File: config.mk
export PLATFORM = sky130hd
export DESIGN_NAME = qam_mapper_demapper
export DESIGN_NICKNAME = d
export VERILOG_FILES = /design/src/qamd_pkg.sv /design/src/qam_mapper_demapper.sv
export SDC_FILE = /design/constraint.sdc
export NUM_CORES = 1
export LEC_CHECK = 0
export BUFFER_PORTS_ARGS = -buffer_cell sky130_fd_sc_hd__buf_2
export CAP_MARGIN = 20
export CORE_MARGIN = 5
export CORE_UTILIZATION = 40
export DETAILED_ROUTE_END_ITERATION = 8
export PLACE_DENSITY = 0.7
export SLEW_MARGIN = 0
export SYNTH_ARGS = -nofsm -noshare
export SYNTH_HDL_FRONTEND = slang
export SYNTH_SLANG_ARGS = --single-unit
File: constraint.sdc
create_clock -name clk -period 15.9 [get_ports clk]
set_input_delay 0.795 -clock clk [delete_from_list [all_inputs] [get_ports clk]]
set_output_delay 0.795 -clock clk [all_outputs]
set_load 0.01 [all_outputs]
File: src/qamd_pkg.sv
// Package for the QAM mapper / hard-decision demapper.
// Holds sample and mode types, the Q3.12 level tables and the per-axis slicer.
// No dependencies; used by the top level and its checker.
package qamd_pkg;

    localparam int SAMPLE_WIDTH = 16;
    localparam int SYMBOL_WIDTH = 6;
    localparam int LEVEL_WIDTH  = 3;

    typedef logic signed [SAMPLE_WIDTH-1:0] sample_t;
    typedef logic [SYMBOL_WIDTH-1:0]        symbol_t;
    typedef logic [LEVEL_WIDTH-1:0]         level_idx_t;
    typedef logic signed [SAMPLE_WIDTH+1:0] wide_sample_t;

    // Constellation select; the unused code decodes as 64-QAM
    typedef enum logic [1:0] {
        MODE_QPSK  = 2'd0,
        MODE_16QAM = 2'd1,
        MODE_64QAM = 2'd2
    } mode_t;

    typedef enum logic {
        OP_MAP   = 1'b0,
        OP_DEMAP = 1'b1
    } op_t;

    // Level magnitudes in Q3.12: |L| * 4096 / sqrt(N), rounded to nearest
    localparam sample_t QPSK_L1  = 16'sd2896;
    localparam sample_t QAM16_L1 = 16'sd1295;
    localparam sample_t QAM16_L3 = 16'sd3886;
    localparam sample_t QAM64_L1 = 16'sd632;
    localparam sample_t QAM64_L3 = 16'sd1896;
    localparam sample_t QAM64_L5 = 16'sd3160;
    localparam sample_t QAM64_L7 = 16'sd4424;

    // Largest magnitude of any level, for range checks
    localparam sample_t LEVEL_MAX = QAM64_L7;

    // Axis level for level index k, lowest level first
    function automatic sample_t level_value(mode_t mode, level_idx_t k);
        sample_t v;
        case (mode)
            MODE_QPSK:
            begin
                v = k[0] ? QPSK_L1 : -QPSK_L1;
            end
            MODE_16QAM:
            begin
                case (k[1:0])
                    2'd0:    v = -QAM16_L3;
                    2'd1:    v = -QAM16_L1;
                    2'd2:    v = QAM16_L1;
                    default: v = QAM16_L3;
                endcase
            end
            default:
            begin
                case (k)
                    3'd0:    v = -QAM64_L7;
                    3'd1:    v = -QAM64_L5;
                    3'd2:    v = -QAM64_L3;
                    3'd3:    v = -QAM64_L1;
                    3'd4:    v = QAM64_L1;
                    3'd5:    v = QAM64_L3;
                    3'd6:    v = QAM64_L5;
                    default: v = QAM64_L7;
                endcase
            end
        endcase
        return v;
    endfunction

    // Highest level index on one axis
    function automatic level_idx_t level_top(mode_t mode);
        level_idx_t t;
        case (mode)
            MODE_QPSK:  t = 3'd1;
            MODE_16QAM: t = 3'd3;
            default:    t = 3'd7;
        endcase
        return t;
    endfunction

    function automatic wide_sample_t widen(sample_t a);
        return {{2{a[SAMPLE_WIDTH-1]}}, a};
    endfunction

    // Nearest level on one axis. Moving up to level k needs 2x strictly
    // above the sum of levels k-1 and k, so ties stay on the lower level.
    function automatic level_idx_t slice_axis(mode_t mode, sample_t x);
        wide_sample_t x2;
        wide_sample_t mid;
        level_idx_t   top;
        level_idx_t   cnt;
        x2  = {x[SAMPLE_WIDTH-1], x, 1'b0};
        top = level_top(mode);
        cnt = '0;
        for (int k = 1; k < (1 << LEVEL_WIDTH); k++)
        begin
            mid = widen(level_value(mode, LEVEL_WIDTH'(k - 1)))
                + widen(level_value(mode, LEVEL_WIDTH'(k)));
            if ((LEVEL_WIDTH'(k) <= top) && (x2 > mid))
                cnt = cnt + 3'd1;
        end
        return cnt;
    endfunction

endpackage

File: src/qam_mapper_demapper.sv
// QAM mapper and hard-decision demapper, QPSK / 16-QAM / 64-QAM, Q3.12.
// Depends on qamd_pkg for types, level tables and the axis slicer.
//
//  Channel | Handshake            | Payload
//  --------+----------------------+------------------------------------
//  in      | in_valid / in_stall  | op, symbol_bits, rx_i, rx_q
//  out     | out_valid / out_stall| point_i, point_q, decided_bits
//  cfg     | cfg_wr_en            | cfg_wr_data (mode)
//
// One item per cycle sustained while out_stall is low. Each item passes through the
// input register, then the result register after the table lookup
// and the seven-comparator slicer per axis.
// Reset clears both valid flags and sets mode to QPSK.
// A stalled result holds in the result register while one more item is
// taken into the input register; in_stall rises only once both are full.
module qam_mapper_demapper (
    input  logic              clk,
    input  logic              rst_n,
    input  logic              cfg_wr_en,
    input  logic [1:0]        cfg_wr_data,
    input  logic              in_valid,
    output logic              in_stall,
    input  logic              op,
    input  qamd_pkg::symbol_t symbol_bits,
    input  qamd_pkg::sample_t rx_i,
    input  qamd_pkg::sample_t rx_q,
    output logic              out_valid,
    input  logic              out_stall,
    output qamd_pkg::sample_t point_i,
    output qamd_pkg::sample_t point_q,
    output qamd_pkg::symbol_t decided_bits
);
    import qamd_pkg::*;

    mode_t      mode_reg;
    logic       in_valid_reg;
    op_t        op_reg;
    symbol_t    bits_reg;
    sample_t    rx_i_reg;
    sample_t    rx_q_reg;
    logic       out_valid_reg;
    sample_t    point_i_reg;
    sample_t    point_q_reg;
    symbol_t    decided_reg;

    logic       out_adv;
    logic       in_adv;
    level_idx_t ii;
    level_idx_t qi;
    symbol_t    idx;
    sample_t    point_i_next;
    sample_t    point_q_next;
    symbol_t    decided_next;

    // Advance each stage when the one after it can take its item
    assign out_adv  = !out_valid_reg || !out_stall;
    assign in_adv   = !in_valid_reg || out_adv;
    assign in_stall = !in_adv;

    // Mode register
    always_ff @(posedge clk or negedge rst_n)
    begin
        if (!rst_n)
            mode_reg <= MODE_QPSK;
        else if (cfg_wr_en)
            mode_reg <= mode_t'(cfg_wr_data);
    end

    // Input register
    always_ff @(posedge clk or negedge rst_n)
    begin
        if (!rst_n)
            in_valid_reg <= 1'b0;
        else if (in_adv)
            in_valid_reg <= in_valid;
    end

    always_ff @(posedge clk)
    begin
        if (in_adv && in_valid)
        begin
            op_reg   <= op_t'(op);
            bits_reg <= symbol_bits;
            rx_i_reg <= rx_i;
            rx_q_reg <= rx_q;
        end
    end

    // Pick axis levels: split the index for map, slice the sample for demap
    always_comb
    begin
        ii  = '0;
        qi  = '0;
        idx = bits_reg;
        case (op_reg)
            OP_MAP:
            begin
                case (mode_reg)
                    MODE_QPSK:
                    begin
                        ii = {2'b00, bits_reg[1]};
                        qi = {2'b00, bits_reg[0]};
                    end
                    MODE_16QAM:
                    begin
                        ii = {1'b0, bits_reg[1:0]};
                        qi = {1'b0, bits_reg[3:2]};
                    end
                    default:
                    begin
                        ii = bits_reg[2:0];
                        qi = bits_reg[5:3];
                    end
                endcase
            end
            default:
            begin
                ii = slice_axis(mode_reg, rx_i_reg);
                qi = slice_axis(mode_reg, rx_q_reg);
                case (mode_reg)
                    MODE_QPSK:  idx = {4'b0000, ii[0], qi[0]};
                    MODE_16QAM: idx = {2'b00, qi[1:0], ii[1:0]};
                    default:    idx = {qi, ii};
                endcase
            end
        endcase
        point_i_next = level_value(mode_reg, ii);
        point_q_next = level_value(mode_reg, qi);
        decided_next = idx;
    end

    // Result register
    always_ff @(posedge clk or negedge rst_n)
    begin
        if (!rst_n)
            out_valid_reg <= 1'b0;
        else if (out_adv)
            out_valid_reg <= in_valid_reg;
    end

    always_ff @(posedge clk)
    begin
        if (out_adv && in_valid_reg)
        begin
            point_i_reg <= point_i_next;
            point_q_reg <= point_q_next;
            decided_reg <= decided_next;
        end
    end

    assign out_valid    = out_valid_reg;
    assign point_i      = point_i_reg;
    assign point_q      = point_q_reg;
    assign decided_bits = decided_reg;

endmodule

==> impl_summary.txt, run 1 <==
----------------------------------------------------
[Status]
  Outcome ... complete, no violations

[Floorplan]
  Standard-cell row count ... 48
  Initial Utilization ... 0.4065
  DIE HEIGHT ... 142.4 um
  Number of top-level pins ... 86
  Placeable Area ... 17,240 sq um
  Die extent in x ... 142.4 um
  Die outline area ... 20,260 sq um

[Route]
  Vias per inst ... 5.715
  Post-route DRC ... 0
  Antenna-violating nets left ... 0
  Total vias in the final route ... 5,881
  WL per Instance ... 17.45 um
  Routed Wire Length ... 17.96 mm
  DR pass1 iterations ... 4
  Detailed router's first-iteration violation count ... 476

[STA]
  Min cycle time layout ... 8.870 ns
  Maximum achievable frequency ... 112.7 MHz
  Hold Violations, Final ... 0
  Total negative slack ... 0 ns
  Post-route clock skew ... 0.009580 ns
  Hold_ws ... 0.2345 ns
  Number of failing setup endpoints in the final timing report ... 0
  Slew Limit Fails ... 0
  Setup repair after global routing missed its margin ... false
  Slew @ Worst Pin ... 1.046 ns
  Relative slew margins ... 0.3012
  Fin crit share ... 0.5578

[Global route]
  Initial antenna violation count ... 0
  Largest net degree at the start of global routing ... 40
  First-pass GRT wire length ... 29.04 mm
  Overall Global Routing Usage ... 0.1803
  Final global-route overflow total ... 0
  Via count of the first global-routing pass ... 5,749

[Power]
  P_int ... 0.6132 mW
  Switch share ... 0.4126
  Power density over the cells ... 131.5 nW/um^2
  Combinational power share ... 0.535
  Switching power ... 0.4308 mW
  Maximum vdd ir drop ... 76.49 uV
  Relative contribution of the clock network to total power ... 0.197
  LEAKAGE ... 3.422 nW
  Power share of the sequential group ... 0.268

[Yosys]
  Number of synthesized flops with an enable pin ... 71
  Synth top area share ... 0.3043
  Netlist Area Pre-Place ... 7007 sq um
  Top cells by area in the synthesized netlist ... edfxtp_1, ha_1, a21oi_1
  Syn. warnings ... 0
  Synth area leader ... edfxtp_1
  Asr flop ratio synth ... 0.05333
  Post-synthesis cell type count ... 91
  Synthesized area per cell ... 9.772 sq um
  Gate Count Post-Synth ... 717
  Seq cells post-synth ... 75
  Post-synth top flop ... edfxtp_1
  Proportion of synthesized chip area in sequential cells ... 0.3186

[Placement]
  RePlAce Congestion ... 0.9385
  Area of placed instances ... 7650 sq um
  PortBufs ... 85
  Dpl cells ... 1,013
  Detail Placement HPWL ... 13.59 mm

[Setup path]
  Critical path class ... flop to flop
  Worst EP arrival ... 8.98 ns
  Worst path max stage delay ... 0.79 ns
  CP required ... 16.01 ns
  Highest net fanout along the worst path ... 16
  Cell family contributing the most delay on the critical path ... adder cells
  Crit end category ... flop
  Worst setup SP type ... flop
  Worst path bufs/invs ... 1
  Critical Path Most Common Cell ... ha_1
  Slowest cell on the critical path ... ha_1

[CTS]
  Gates resized, CTS repair ... 0
  CTS Sinks ... 75
  CTS root buf ... clkbuf_16
  Cts-stage hold buffer count ... 0
  Total number of H-tree levels ... 3
  Post CTS Setup Buffer Count ... 0
  Clock tree from TritonCTS ... built
  CTS Buf Count ... 9
  Buffer depth of the longest clock path ... 2
  Reg clk slew, reported paths ... 0.07 ns
  Latest clock arrival within the worst-skew pair ... 0.36 ns

[Hold path]
  Class of the tightest hold or removal check ... input port to asynchronous set/reset pin

[Cells and area]
  Non-filler cells in the finished layout ... 1,029
  Fraction of final layout cells with drive strength greater than 1 ... 0.1704
  Final standard cell area without fillers ... 7940 sq um
  N_diodes ... 0
  Syn-to-layout area delta ... 13.32%
  Final #Nets ... 964

[Run]
  Count of max-cap constraint violations ... 0

----------------------------------------------------
[cells in the final DEF, fill, tap and decap left out, types with 8 or more instances in the layout]
cell type	n
nand3_1	15
nor2_1	58
nand2_1	46
or3_1	11
buf_2	85
nand2b_1	10
edfxtp_1	71
o21a_1	8
o21ai_0	26
a21oi_1	45
nand4_1	14
nor3_1	25
conb_1	8
and3_1	8
xor2_1	11
o21ai_1	13
xnor2_1	9
a211oi_1	9
ha_1	117
clkbuf_16	9
a21o_1	18
inv_1	28
[power by group through the flow]
stage	registers [mW]	logic, mW	clock network (mW)
after CTS	0.280	0.559	0.211
after detailed placement	0.284	0.556	0
after floorplan	0.289	0.423	0
final	0.280	0.559	0.205
after global routing	0.284	0.629	0.218
after global placement	0.284	0.549	0
[cells by family (layout without fill, tap and decap cells)]
logic type,Yosys count,count (layout),share of synthesized area
xor+xnor,28,28,0.04929
mux,11,11,0.01679
other cells,1,8,0.0005352
fa+ha+maj,119,119,0.2146
buf+inv,57,137,0.03607
simple gates,233,233,0.1711
flops,75,75,0.3186
compound gates,193,193,0.1930
[cell type report]
type	count	area [sq um]
tap	225	281.5
clock buffer	9	225.2
sequential	75	2232
multi-input combinational	592	4561
clock inverter	7	65.06
timing repair buffer	89	455.4
inverter	32	120.1
fill	1639	9296
[worst register-to-register path: cells and delay by family (launching register included)]
family	cells	cell delay (ns)
compound gates	15	2.38
xor+xnor	2	0.65
fa+ha+maj	8	2.98
buf+inv	1	0.09
flops	1	0.51
mux	2	0.56
simple gates	6	1.44
[stage by stage]
step | power [mW] | util | worst slack [ns]
after floorplan | 0.7122 | - | 7.403
after global placement | 0.8336 | 0.4438 | 7.315
after detailed placement | 0.8408 | 0.4438 | 7.048
after CTS | 1.050 | 0.4607 | 7.044
after global routing | 1.131 | 0.4607 | 6.546
final | 1.044 | 0.4607 | 7.030
[metal layers]
metal  part of all wire  global-route usage  vias to the layer above
li1                   -                   -                     2900
met4              0.029             0.07754                        0
met3              0.053             0.03259                       39
met2               0.50              0.3073                      182
met1               0.42              0.2245                     2760
met5                  0                   0                        -
[Yosys cell counts (7+ instances only)]
cell type  count
o21ai_0       26
clkbuf_1      12
a21oi_1       45
xor2_1        11
buf_4          7
nand4_1       14
o21ai_1       13
nor3_1        25
nand3_1       15
nand2b_1      10
ha_1         117
o21a_1         8
a211oi_1       9
nor2b_1        7
or3_1         11
a21o_1        18
and3_1         8
inv_1         28
nor2_1        58
o211ai_1       7
nand2_1       46
edfxtp_1      71
xnor2_1        9
[path summary, 6_finish.rpt]
check | slack, ns | depth (start not counted) | from | endpoint
max reg2reg | 7.03 | 34 | mode_reg[0] | point_q[10]
min in group clk | 0.48 | 1 | in_valid_reg | out_valid
min reg2reg | 0.48 | 1 | in_valid_reg | out_valid
max in group asynchronous | 15.55 | 1 | rst_n | mode_reg[0]
min | 0.23 | 1 | rst_n | mode_reg[1]
max | 7.03 | 34 | mode_reg[0] | point_q[10]
Power figures use the tool's default switching activity.
==> inputs of run 2 (changes only) <==
Settings changed: PLACE_DENSITY 0.7 to 0.72.
Clock period 15.9 ns to 8.1 ns, I/O delays scaled along.
==> impl_summary.txt, run 2 (synthesis results as in run 1) <==
----------------------------------------------------
[Status]
  Outcome ... complete, no violations (unchanged)

[Setup path]
  Critical path class ... flop to flop (unchanged)
  Slowest cell on the critical path ... fa_1 (was ha_1)
  Worst EP arrival ... 7.88 ns (was 8.98 ns)
  Worst setup SP type ... flop (unchanged)
  Highest net fanout along the worst path ... 7 (was 16)
  Crit end category ... flop (unchanged)
  Worst path max stage delay ... 0.52 ns (was 0.79 ns)
  CP required ... 8.21 ns (was 16.01 ns)

[Placement]
  Detail Placement HPWL ... 14.12 mm (was 13.59 mm)
  RePlAce Congestion ... 0.9889 (was 0.9385)
  PortBufs ... 85 (unchanged)

[Power]
  P_int ... 1.228 mW (was 0.6132 mW)
  Switching power ... 0.8625 mW (was 0.4308 mW)
  Combinational power share ... 0.549 (was 0.535)
  Power density over the cells ... 257.5 nW/um^2 (was 131.5 nW/um^2)
  Power share of the sequential group ... 0.262 (was 0.268)
  LEAKAGE ... 3.498 nW (was 3.422 nW)
  Maximum vdd ir drop ... 171.4 uV (was 76.49 uV)
  Relative contribution of the clock network to total power ... 0.189 (was 0.197)
  Switch share ... 0.4126 (about the same)
  Total power draw ... 2.090 mW (was 1.044 mW)

[Global route]
  Largest net degree at the start of global routing ... 40 (unchanged)
  Overall Global Routing Usage ... 0.1849 (was 0.1803)
  Via count of the first global-routing pass ... 5,856 (was 5,749)
  Final global-route overflow total ... 0 (unchanged)
  Initial antenna violation count ... 0 (unchanged)
  First-pass GRT wire length ... 29.84 mm (was 29.04 mm)

[STA]
  Min cycle time layout ... 7.767 ns (was 8.870 ns)
  Fin crit share ... 0.9588 (was 0.5578)
  Number of failing setup endpoints in the final timing report ... 0 (unchanged)
  Slew @ Worst Pin ... 1.021 ns (was 1.046 ns)
  Maximum achievable frequency ... 128.8 MHz (was 112.7 MHz)
  Hold Violations, Final ... 0 (unchanged)
  Relative slew margins ... 0.3174 (was 0.3012)
  Post-route clock skew ... 0.01040 ns (was 0.009580 ns)
  Slew Limit Fails ... 0 (unchanged)
  Hold_ws ... 0.2236 ns (was 0.2345 ns)
  Total negative slack ... 0 ns (unchanged)

[Floorplan]
  DIE HEIGHT ... 142.4 um (unchanged)
  Initial Utilization ... 0.4065 (unchanged)
  Number of top-level pins ... 86 (unchanged)
  Die outline area ... 20,260 sq um (unchanged)
  Placeable Area ... 17,240 sq um (unchanged)
  Die extent in x ... 142.4 um (unchanged)
  Standard-cell row count ... 48 (unchanged)

[CTS]
  Total number of H-tree levels ... 3 (unchanged)
  CTS Buf Count ... 9 (unchanged)
  Buffer depth of the longest clock path ... 2 (unchanged)
  CTS Sinks ... 75 (unchanged)
  Latest clock arrival within the worst-skew pair ... 0.36 ns (about the same)
  Clock tree from TritonCTS ... built (unchanged)
  Reg clk slew, reported paths ... 0.07 ns (about the same)
  CTS root buf ... clkbuf_16 (unchanged)

[Cells and area]
  N_diodes ... 0 (unchanged)
  Syn-to-layout area delta ... 15.82% (was 13.32%)
  Fraction of final layout cells with drive strength greater than 1 ... 0.1990 (was 0.1704)
  Commonest cells after routing, fill and taps aside ... ha_1, buf_2, edfxtp_1, nor2_1, nand2_1 (unchanged)
  Final #Nets ... 979 (was 964)
  Fill cell total of the finished layout ... 1,624 (was 1,639)
  Most common cell after layout, fill and taps aside ... ha_1 (unchanged)

[Route]
  Antenna-violating nets left ... 0 (unchanged)
  Post-route DRC ... 0 (unchanged)
  Routed Wire Length ... 18.61 mm (was 17.96 mm)
  DR pass1 iterations ... 5 (was 4)
  Total vias in the final route ... 5,993 (was 5,881)
  Vias per inst ... 5.740 (was 5.715)
  WL per Instance ... 17.83 um (was 17.45 um)
  Detailed router's first-iteration violation count ... 586 (was 476)

[Hold path]
  Class of the tightest hold or removal check ... input port to flop (was input port to asynchronous set/reset pin)

[Run]
  Count of max-cap constraint violations ... 0 (unchanged)

----------------------------------------------------
==> run 2: layout make-up <==
type / instances / area, sq um / area share
well taps: 225 / 281.5 / 0.03469
clock buffers: 9 / 225.2 / 0.02775
repair buffers: 104 / 570.5 / 0.07031
flip-flops and latches: 75 / 2233 / 0.2752
inverters: 32 / 125.1 / 0.01542
multi-input cells: 592 / 4621 / 0.5694
clock inverters: 7 / 58.81 / 0.007246
==> run 2: per-layer routing <==
layer | part of all wire | track usage
met5 | 0 | 0
met4 | 0.023 | 0.06653
met3 | 0.049 | 0.03125
met2 | 0.50 | 0.3215
met1 | 0.43 | 0.2316
==> run 2: power groups by stage <==
stage,clock network (mW),registers [mW],logic [mW]
after floorplan,0,0.567,0.834
after CTS,0.405,0.547,1.12
after detailed placement,0,0.555,1.11
after global routing,0.421,0.554,1.29
final,0.395,0.547,1.15
after global placement,0,0.554,1.09
==> run 2: path summary, 6_finish.rpt <==
check	startpoint	to	slack, ns	cells after the start
min in group asynchronous	rst_n	in_valid_reg	0.39	2
max in group asynchronous	rst_n	mode_reg[1]	7.58	2
worst min register to register	in_valid_reg	out_valid	0.49	1
worst max-delay path	mode_reg[1]	point_q[10]	0.33	34
worst max register to register	mode_reg[1]	point_q[10]	0.33	34
worst min-delay path	symbol_bits[5]	bits_reg[5]	0.22	1
==> run 2: stage by stage <==
step | setup slack [ns] | cell area (sq um) | utilization | instances
floorplan | 0.04784 | 7052 | - | 724
detailed placement | 0.1033 | 7732 | 0.4486 | 1022
global placement | 0.2859 | 7732 | 0.4486 | 1022
CTS | 0.04687 | 8026 | 0.4657 | 1039
global route | -0.002707 | 8115 | 0.4708 | 1044
finish | 0.3334 | 8115 | 0.4708 | 1044
==> run 2: worst max-delay path, delay by kind of cell (launching register included) <==
family / cells / cell delay [ns]
AOI/OAI and AO/OA: 15 / 2.23
xor gates and xnor gates: 2 / 0.66
adders and majority gates: 8 / 2.29
buffers and inverters: 1 / 0.08
DFF: 1 / 0.44
muxes: 2 / 0.56
and+or+nand+nor: 6 / 1.25
==> run 2: what timing repair did <==
item / in CTS / in global routing
hold endpoints to repair: 4 / 0
endpoints found under the setup margin: 0 / 8
gates resized for setup: 0 / 16
setup buffers: 0 / 5
hold buffers: 1 / 0
==> inputs of run 3 (changes only) <==
Settings changed: CELL_PAD_IN_SITES_DETAIL_PLACEMENT set to 0, CELL_PAD_IN_SITES_GLOBAL_PLACEMENT set to 2, CORE_UTILIZATION 40 to 34, PLACE_DENSITY 0.72 to 0.88.
==> impl_summary.txt, run 3 (synthesis results as in run 1) <==
----------------------------------------------------
[Status]
  Outcome ... complete, no violations (unchanged)

[Setup path]
  Worst path max stage delay ... 0.58 ns (was 0.52 ns)
  Slowest cell on the critical path ... fa_1 (unchanged)
  Highest net fanout along the worst path ... 7 (unchanged)
  Worst path bufs/invs ... 1 (unchanged)
  CP required ... 8.20 ns (was 8.21 ns)
  Worst setup SP type ... flop (unchanged)
  Crit end category ... flop (unchanged)
  Cell family contributing the most delay on the critical path ... adder cells (unchanged)
  Worst EP arrival ... 7.79 ns (was 7.88 ns)
  Critical path class ... flop to flop (unchanged)

[Route]
  Routed metal-1 wirelength ... 9.228 mm (was 7.998 mm)
  Highest metal used ... met4 (unchanged)
  Detailed router's first-iteration violation count ... 458 (was 586)
  Met2 wire length ... 9.389 mm (was 9.266 mm)
  Total vias in the final route ... 5,885 (was 5,993)
  Vias per inst ... 5.394 (was 5.740)
  Post-route DRC ... 0 (unchanged)
  DR pass1 iterations ... 5 (unchanged)
  Routed length on met3 ... 734 um (was 920 um)
  WL per Instance ... 18.14 um (was 17.83 um)
  Routed Wire Length ... 19.79 mm (was 18.61 mm)
  Antenna-violating nets left ... 0 (unchanged)

[Floorplan]
  Die outline area ... 23,580 sq um (was 20,260 sq um)
  Die extent in x ... 153.6 um (was 142.4 um)
  Placeable Area ... 20,230 sq um (was 17,240 sq um)
  Number of top-level pins ... 86 (unchanged)
  Standard-cell row count ... 52 (was 48)
  Initial Utilization ... 0.3463 (was 0.4065)
  DIE HEIGHT ... 153.6 um (was 142.4 um)

[CTS]
  Buffer depth of the longest clock path ... 2 (unchanged)
  Total number of H-tree levels ... 3 (unchanged)
  CTS Buf Count ... 9 (unchanged)
  Reg clk slew, reported paths ... 0.07 ns (about the same)
  Latest clock arrival within the worst-skew pair ... 0.35 ns (was 0.36 ns)
  Clock tree from TritonCTS ... built (unchanged)
  CTS root buf ... clkbuf_16 (unchanged)
  CTS Sinks ... 75 (unchanged)

[Power]
  Switch share ... 0.4031 (was 0.4126)
  Relative contribution of the clock network to total power ... 0.196 (was 0.189)
  Power share of the sequential group ... 0.258 (was 0.262)
  LEAKAGE ... 3.521 nW (was 3.498 nW)
  P_int ... 1.269 mW (was 1.228 mW)
  Total power draw ... 2.126 mW (was 2.090 mW)
  Combinational power share ... 0.546 (was 0.549)
  Power density over the cells ... 259.0 nW/um^2 (was 257.5 nW/um^2)
  Switching power ... 0.8568 mW (was 0.8625 mW)
  Maximum vdd ir drop ... 111.1 uV (was 171.4 uV)

[STA]
  Slew @ Worst Pin ... 1.043 ns (was 1.021 ns)
  Min cycle time layout ... 7.685 ns (was 7.767 ns)
  Post-layout worst setup margin ... 0.4151 ns (was 0.3334 ns)
  Post-route clock skew ... 0.01108 ns (was 0.01040 ns)
  Relative slew margins ... 0.3047 (was 0.3174)
  Number of failing setup endpoints in the final timing report ... 0 (unchanged)
  Setup repair after global routing missed its margin ... false
  Fin crit share ... 0.9488 (was 0.9588)
  Hold Violations, Final ... 0 (unchanged)
  Slew Limit Fails ... 0 (unchanged)
  Maximum achievable frequency ... 130.1 MHz (was 128.8 MHz)
  Total negative slack ... 0 ns (unchanged)

[Cells and area]
  N_diodes ... 0 (unchanged)
  Non-filler cells in the finished layout ... 1,091 (was 1,044)
  Syn-to-layout area delta ... 17.14% (was 15.82%)
  Fraction of final layout cells with drive strength greater than 1 ... 0.1985 (was 0.1990)
  Most common cell after layout, fill and taps aside ... ha_1 (unchanged)
  Final standard cell area without fillers ... 8208 sq um (was 8115 sq um)
  Final #Nets ... 981 (was 979)
  Commonest cells after routing, fill and taps aside ... ha_1, buf_2, edfxtp_1, nor2_1, nand2_1 (unchanged)

[Placement]
  Detail Placement HPWL ... 14.90 mm (was 14.12 mm)
  Area of placed instances ... 7811 sq um (was 7732 sq um)
  Post-placement setup slack ... 0.1930 ns (was 0.1033 ns)
  PortBufs ... 85 (unchanged)
  RePlAce Congestion ... 0.8900 (was 0.9889)
  Dpl cells ... 1,070 (was 1,022)

[Global route]
  Initial antenna violation count ... 0 (unchanged)
  Final global-route overflow total ... 0 (unchanged)
  Via count of the first global-routing pass ... 5,813 (was 5,856)
  First-pass GRT wire length ... 31.56 mm (was 29.84 mm)
  Overall Global Routing Usage ... 0.1671 (was 0.1849)
  Largest net degree at the start of global routing ... 40 (unchanged)

[Run]
  Count of max-cap constraint violations ... 0 (unchanged)

[Hold path]
  Class of the tightest hold or removal check ... input port to flop (unchanged)

----------------------------------------------------
[run 3: changes by cell type in the layout (fill, tap and decap cells not counted), sizes merged]
| cell | previous run | this run |
|---|---|---|
| clkinv | 1 | 2 |
| clkinvlp | 1 | 0 |
| clkbuf | 9 | 13 |
| inv | 37 | 32 |
| bufinv | 0 | 1 |
| buf | 103 | 105 |
[run 3: worst reg2reg max path: cells and delay by family (launching register included)]
family,cells,cell delay (ns)
buffers and inverters,1,0.07
AO/OA/AOI/OAI,15,2.17
adder cells (fa/ha/maj),8,2.32
AND/OR/NAND/NOR,6,1.23
flip-flops,1,0.42
multiplexers,2,0.55
XOR/XNOR,2,0.65
[run 3: metrics by stage]
step | utilization | hold slack, ns
after detailed placement | 0.3860 | 0.2256
after floorplan | - | 0.1094
after CTS | 0.4009 | 0.2115
after global placement | 0.3860 | 0.2264
after global routing | 0.4056 | 0.2162
final | 0.4056 | 0.2245
[run 3: area by class of cell]
cell class	instances	area [sq um]
fillers	1997	12030
multi-input cells	592	4624
flip-flops and latches	75	2233
repair buffers	106	601.8
well taps	270	337.8
clock buffers	13	250.2
inverters	32	120.1
clock inverters	3	40.04
[run 3: metal layers]
layer,up-vias,global-route usage
li1,2928,-
met1,2778,0.2205
met2,153,0.2822
met3,26,0.02558
met4,0,0.05299
met5,-,0
[run 3: power groups by stage]
| stage | clock (mW) | combinational (mW) | sequential (mW) |
|---|---|---|---|
| 6_report | 0.417 | 1.16 | 0.548 |
| 5_1_grt | 0.440 | 1.31 | 0.555 |
| 4_1_cts | 0.427 | 1.13 | 0.548 |
| 3_5_place_dp | 0 | 1.13 | 0.556 |
| 3_3_place_gp | 0 | 1.12 | 0.556 |
| 2_1_floorplan | 0 | 0.834 | 0.567 |
[run 3: worst paths after layout]
path | startpoint | endpoint | slack, ns | cells past startpoint
max | mode_reg[0] | point_q[10] | 0.42 | 34
min | rx_q[14] | rx_q_reg[14] | 0.22 | 1
min reg2reg | in_valid_reg | out_valid | 0.49 | 1
max in group asynchronous | rst_n | mode_reg[1] | 7.55 | 2
max reg2reg | mode_reg[0] | point_q[10] | 0.42 | 34
min in group asynchronous | rst_n | in_valid_reg | 0.40 | 2
[run 3: timing repair]
action                                 in CTS  in global routing
setup endpoints to repair                   0                  7
endpoints found under the hold margin       4                  0
resized for setup                           0                 15
hold buffers                                1                  0
setup buffers                               0                  3
